$ cat config.mk
export PLATFORM = sky130hd
export DESIGN_NAME = mbrc_frame
export DESIGN_NICKNAME = d
export VERILOG_FILES = /design/src/rtl/mbrc_pkg.sv /design/src/rtl/mbrc_frame.sv
export SDC_FILE = /design/constraint.sdc
export NUM_CORES = 1
export LEC_CHECK = 0
export BUFFER_PORTS_ARGS = -buffer_cell sky130_fd_sc_hd__buf_4
export CAP_MARGIN = 20
export CORE_UTILIZATION = 32
export DETAILED_ROUTE_END_ITERATION = 10
export SLEW_MARGIN = 30
export SYNTH_ARGS = -nofsm -noshare
export SYNTH_HDL_FRONTEND = slang
export SYNTH_SLANG_ARGS = --single-unit
$ cat constraint.sdc
create_clock -name clk -period 14.4 [get_ports clk]
set_clock_uncertainty 0.15 [all_clocks]
set_input_delay 4.32 -clock clk [delete_from_list [all_inputs] [get_ports clk]]
set_output_delay 4.32 -clock clk [all_outputs]
set_load 0.1 [all_outputs]
$ cat src/rtl/mbrc_pkg.sv
// ----------------------------------------------------------------------------
// mbrc_pkg: shared types and constants for the Modbus RTU response checker
// Beat payload structs, CRC-16 constants and the byte-wise CRC update.
// ----------------------------------------------------------------------------
package mbrc_pkg;

  localparam int MAX_FRAME_DEF = 256;
  localparam int FRAME_LEN_W   = 9;
  localparam int REG_IDX_W     = 7;
  localparam int FIFO_DEPTH    = 4;

  localparam logic [15:0] CRC_INIT = 16'hFFFF;
  localparam logic [15:0] CRC_POLY = 16'hA001;
  localparam logic [15:0] CRC_LSB  = 16'h0001;

  localparam logic KIND_REG    = 1'b0;
  localparam logic KIND_STATUS = 1'b1;

  typedef struct packed {
    logic [7:0] rx_byte;
    logic       end_of_frame;
  } in_t;

  typedef struct packed {
    logic                   kind;
    logic [15:0]            reg_value;
    logic [REG_IDX_W-1:0]   reg_index;
    logic                   crc_ok;
    logic [7:0]             bit_byte;
    logic [FRAME_LEN_W-1:0] frame_len;
    logic                   last;
  } out_t;

  // results produced by one accepted byte, compacted into r0 then r1
  typedef struct packed {
    logic [1:0] cnt;
    out_t       r0;
    out_t       r1;
  } push_t;

  // reflected CRC-16 update over one byte, eight shift steps
  function automatic logic [15:0] crc_byte(input logic [15:0] acc, input logic [7:0] b);
    logic [15:0] c;
    c = acc ^ {8'h00, b};
    for (int k = 0; k < 8; k++) begin
      if ((c & CRC_LSB) != 16'h0000) c = (c >> 1) ^ CRC_POLY;
      else                           c = c >> 1;
    end
    return c;
  endfunction

endpackage

$ cat src/rtl/mbrc_frame.sv
// ----------------------------------------------------------------------------
// mbrc_frame: per-byte frame tracking
// Delay line, running CRC, data pair assembly and end-of-frame status.
// ----------------------------------------------------------------------------
module mbrc_frame
  import mbrc_pkg::*;
#(
  parameter int MAX_FRAME = MAX_FRAME_DEF
) (
  input  logic  clk,
  input  logic  rst_n,
  input  logic  in_fire,
  input  in_t   in_data,
  output push_t push
);

  localparam int PW = $clog2(MAX_FRAME + 1);

  logic [15:0]          crc_r, crc_nxt, crc_upd;
  logic [PW-1:0]        pos_r, pos_nxt, pos_new, off;
  logic [7:0]           dly0_r, dly0_nxt, dly1_r, dly1_nxt;
  logic [7:0]           count_r, count_nxt;
  logic [7:0]           pair_r, pair_nxt;
  logic [7:0]           first_r, first_nxt;
  logic [REG_IDX_W-1:0] regs_r, regs_nxt;
  logic                 fresh, in_data_area, reg_v, eof;
  out_t                 reg_res, st_res;

  assign fresh        = pos_r < PW'(MAX_FRAME);
  assign off          = pos_r - PW'(5);
  assign in_data_area = fresh && (pos_r >= PW'(5)) && (16'(off) < 16'(count_r));
  assign eof          = in_data.end_of_frame;
  assign crc_upd      = (pos_r >= PW'(2)) ? crc_byte(crc_r, dly0_r) : crc_r;
  assign pos_new      = fresh ? pos_r + PW'(1) : pos_r;
  assign first_nxt    = (in_fire && eof) ? 8'h00 :
                        (in_fire && fresh && pos_r == PW'(3)) ? in_data.rx_byte : first_r;
  assign reg_v        = in_fire && in_data_area && off[0];

  always_comb begin
    reg_res           = '0;
    reg_res.kind      = KIND_REG;
    reg_res.reg_value = {pair_r, dly0_r};
    reg_res.reg_index = regs_r;
    reg_res.last      = !eof;

    st_res           = '0;
    st_res.kind      = KIND_STATUS;
    // received CRC: low byte is the previous byte held in dly1_r, high byte is this beat
    st_res.crc_ok    = (pos_new >= PW'(5)) && ({in_data.rx_byte, dly1_r} == crc_upd);
    st_res.bit_byte  = (pos_new >= PW'(4)) ?
                       ((fresh && pos_r == PW'(3)) ? in_data.rx_byte : first_r) : 8'h00;
    st_res.frame_len = FRAME_LEN_W'(pos_new);
    st_res.last      = 1'b1;
  end

  always_comb begin
    crc_nxt   = crc_r;
    pos_nxt   = pos_r;
    dly0_nxt  = dly0_r;
    dly1_nxt  = dly1_r;
    count_nxt = count_r;
    pair_nxt  = pair_r;
    regs_nxt  = regs_r;
    push      = '0;
    if (in_fire) begin
      crc_nxt  = crc_upd;
      pos_nxt  = pos_new;
      dly0_nxt = dly1_r;
      dly1_nxt = in_data.rx_byte;
      if (fresh && pos_r == PW'(2)) count_nxt = in_data.rx_byte;
      if (in_data_area && !off[0]) pair_nxt = dly0_r;
      if (reg_v) regs_nxt = regs_r + REG_IDX_W'(1);

      push.cnt = 2'(reg_v) + 2'(eof);
      push.r0  = reg_v ? reg_res : st_res;
      push.r1  = st_res;

      if (eof) begin
        crc_nxt   = CRC_INIT;
        pos_nxt   = '0;
        dly0_nxt  = '0;
        dly1_nxt  = '0;
        count_nxt = '0;
        pair_nxt  = '0;
        regs_nxt  = '0;
      end
    end
  end

  always_ff @(posedge clk) begin
    if (!rst_n) begin
      crc_r   <= CRC_INIT;
      pos_r   <= '0;
      dly0_r  <= '0;
      dly1_r  <= '0;
      count_r <= '0;
      pair_r  <= '0;
      first_r <= '0;
      regs_r  <= '0;
    end else begin
      crc_r   <= crc_nxt;
      pos_r   <= pos_nxt;
      dly0_r  <= dly0_nxt;
      dly1_r  <= dly1_nxt;
      count_r <= count_nxt;
      pair_r  <= pair_nxt;
      first_r <= first_nxt;
      regs_r  <= regs_nxt;
    end
  end

endmodule

==> impl_results.md <==
- Final Max Tran Viols: 0
- Via count: 4119
- Total core area: 14600 sq um
- Tot GR Track Use: 16.5%
- Synthesis-stage register bit count: 72
- Largest cells by area after synthesis: dfxtp_1, xnor2_1, mux2i_1, nand2_1, and2_1
- Violated checks: DRC
- Hold_buf cts: 0
- Worst Setup Path Type: primary input to output port
- Residual DRC count: 16
- Final Worst Setup Slack: 3010 ps
- Largest family of logic cells by synthesized area: simple AND/OR/NAND/NOR gates
- Max_slew headroom: 34.8%
- Longest Clk Path Bufs: 2
- Post-synthesis cell type count: 56
- Hold_ws: 304 ps
- CTS tree: built
- Post-synthesis cell count: 602
- Vias in the first global route: 3957
- First-pass GRT wire length: 20500 um
- Clk sinks: 72
- Stages on the worst setup path: 8
- Initial core utilization: 32.9%
- Die X: 125 um
- Final Cycle Share: 79.1%
- Total routed wirelength: 12700 um
- Pleak: 2.41 nW
- Pre-CTS setup slack: 2780 ps
- CP max FO: 63
- DR WL/cell: 15.3 um
- Cell Rows: 44
- Total gr overflow: 0
- R2R Setup Slk: 9570 ps
- Peak VDD IR: 0.0000554 V
- Diode count: 0
- Slew @ Worst Pin: 978 ps
- Dpl hpwl: 9020 um
- Critical path capture point type: output port
- DR vias/cell: 4.94
- Slowest CP cell: nor3_4
- Crit path buffers/inverters: 4
- Critical Path RT: 9930 ps
- Worst r2r dst: regs_r[5]
- CP Cell Sequence: buf_4 -> nand4_1 -> nor3_4 -> buf_4 -> inv_1 -> ha_1 -> and2_1 -> buf_4
- Post-synthesis mux area share: 7.09%
- Final Hold Fails: 0
- Post-Synth XOR/XNOR Area: 11.4%
- Cell taking the most area after synthesis: dfxtp_1
- Critical path origin: in_fire
- Resize count post-CTS: 0
- Initial antenna violation count: 0
- Min Clock Period, post-route: 11390 ps
- Non-Filler Instances: 833
- Cell Pwr Density: 92.7 nW/um^2
- Hold Path Class: flip-flop to flip-flop
- Crit path top cell by count: buf_4
- Fraction of registers with async set/reset: 0%
- # nets final: 670
- Die height: 125 um
- H-tree Lvls: 3
- Setup TNS: 0 ps
- Drt pass-1 iters: 10
- Syn-to-layout area delta: 17.5%
- Inst Count DP: 817
- Largest net degree at the start of global routing: 64
- Top FF cell, synth: dfxtp_1
- Crit path DAT: 6920 ps
- Most frequent cells in the layout: buf_4, nand2_1, dfxtp_1, xnor2_1, and2_1
- Setup Buffers After CTS: 0
- CTS Buf Count: 9
- Gp weighted congestion: 0.844
- Worst Hold Depth: 2
- Die area: 15600 sq um
- Post-Syn Area: 4820 sq um
- Max-cap violation count: 0
- EDFF count, synth: 0
- Clock Latency Late Sink: 340 ps
- Yosys warnings: 0
- Layout cells sized above 1: 16.2%
- Mean area per synthesized cell: 8.01 sq um
- Share of the synthesized area in the top cell type: 29.9%
- RSZ-0062 raised after global routing: false
- Number of cells on the worst reg-to-reg path: 17
- Final-layout fill cell count: 1517
- CTS root buffer: clkbuf_16
- Largest delay share family, worst path: buffers and inverters
- CTS clk-pin slew, worst paths: 60 ps
- Final setup vio count: 0
- # IOs: 100
- Compound-Gate Fraction of Synth Area: 11.2%
- Hold Startpoint: pair_r[4]
- Input/output buffers: 76
- Drt first-iter violations: 275
- Reg-to-Reg Start: pos_r[0]
- Adder-cell share of the synthesized area: 3.63%
- Simple-gate share of the synthesized area: 26.6%
- Max Freq: 0.0878 GHz
- Post-route ant nets: 0
- Outcome: complete, but fails checks
- Leading cell type in the layout, fill and taps excluded: buf_4
- Register area share after synthesis: 29.9%
- Largest incremental delay on the critical path: 590 ps
- Hold EP: pair_r[4]
- CP startpoint kind: primary input
-- per-stage QoR --
stage | total power [mW] | cell area [sq um] | util [%]
2_1_floorplan | 0.279 | 4900 | -
3_3_place_gp | 0.286 | 5340 | 36.5
3_5_place_dp | 0.286 | 5340 | 36.5
4_1_cts | 0.530 | 5660 | 38.6
5_1_grt | 0.543 | 5660 | 38.7
6_report | 0.525 | 5660 | 38.7
-- worst reg2reg max path, cell delays in order (launching register included) --
cell and delay (ps):
dfxtp_1 620, inv_1 180, ha_1 380, inv_1 60, ha_1 270, a21boi_0 120
o21a_1 190, o21a_1 170, o211ai_1 190, a21oi_1 190, nor3_4 590, buf_4 400
inv_1 80, ha_1 210, nor2b_1 270, nand4_1 200, or3_1 340, a21oi_1 140
-- power breakdown --
| group | internal, mW | switching (mW) | total, mW |
|---|---|---|---|
| sequential | 0.201 | 0.00321 | 0.205 |
| clock | 0.153 | 0.0901 | 0.243 |
| combinational | 0.0172 | 0.0604 | 0.0776 |
| total | 0.371 | 0.154 | 0.525 |
-- cell usage after synthesis (all sizes together) (2+ instances only) --
master / n
nand2: 75
dfxtp: 72
and2: 41
xnor2: 41
nor2: 40
buf: 34
clkbuf: 34
mux2i: 33
inv: 29
nor2b: 28
nor3: 20
o21ai: 18
ha: 14
o211ai: 14
xor2: 14
a21oi: 12
a22oi: 10
nand3: 10
o22ai: 10
nand4: 7
a21boi: 5
nor3b: 5
nor4: 5
or4: 4
a211oi: 2
and3: 2
nand2b: 2
o21a: 2
o311ai: 2
xor3: 2
-- cells by family (layout without fill, tap and decap cells) --
| group | after synthesis | in the layout |
|---|---|---|
| compound gates | 82 | 82 |
| xor+xnor | 58 | 58 |
| fa+ha+maj | 14 | 14 |
| buf+inv | 97 | 122 |
| flops | 72 | 72 |
| mux | 34 | 34 |
| other cells | 1 | 23 |
| simple gates | 244 | 244 |
-- registers in the layout, indices dropped and copies added (netlist names) --
name,cells
dly1_r,8
first_r,8
crc_r,16
count_r,8
pair_r,8
dly0_r,8
regs_r,7
pos_r,9
-- area by class of cell --
cell class / count / area (sq um) / area share [%]
clock buffers: 10 / 229 / 4.04
clock inverters: 6 / 90.1 / 1.59
inverters: 29 / 109 / 1.92
multi-input cells: 455 / 2990 / 52.7
flip-flops and latches: 72 / 1440 / 25.4
well taps: 184 / 230 / 4.06
repair buffers: 77 / 578 / 10.2
-- worst max-delay path by stage --
stage / end
floorplan: push[45]
global placement: push[86]
detailed placement: push[86]
CTS: push[86]
global route: push[86]
finish: push[86]
-- layer usage --
layer / GRT usage (%) / share of wire [%]
met5: 0 / 0
met4: 4.79 / 1.5
met3: 3.35 / 4.8
met2: 28.8 / 50
met1: 20.3 / 44
Note: power is estimated with default switching activity, not from simulation.
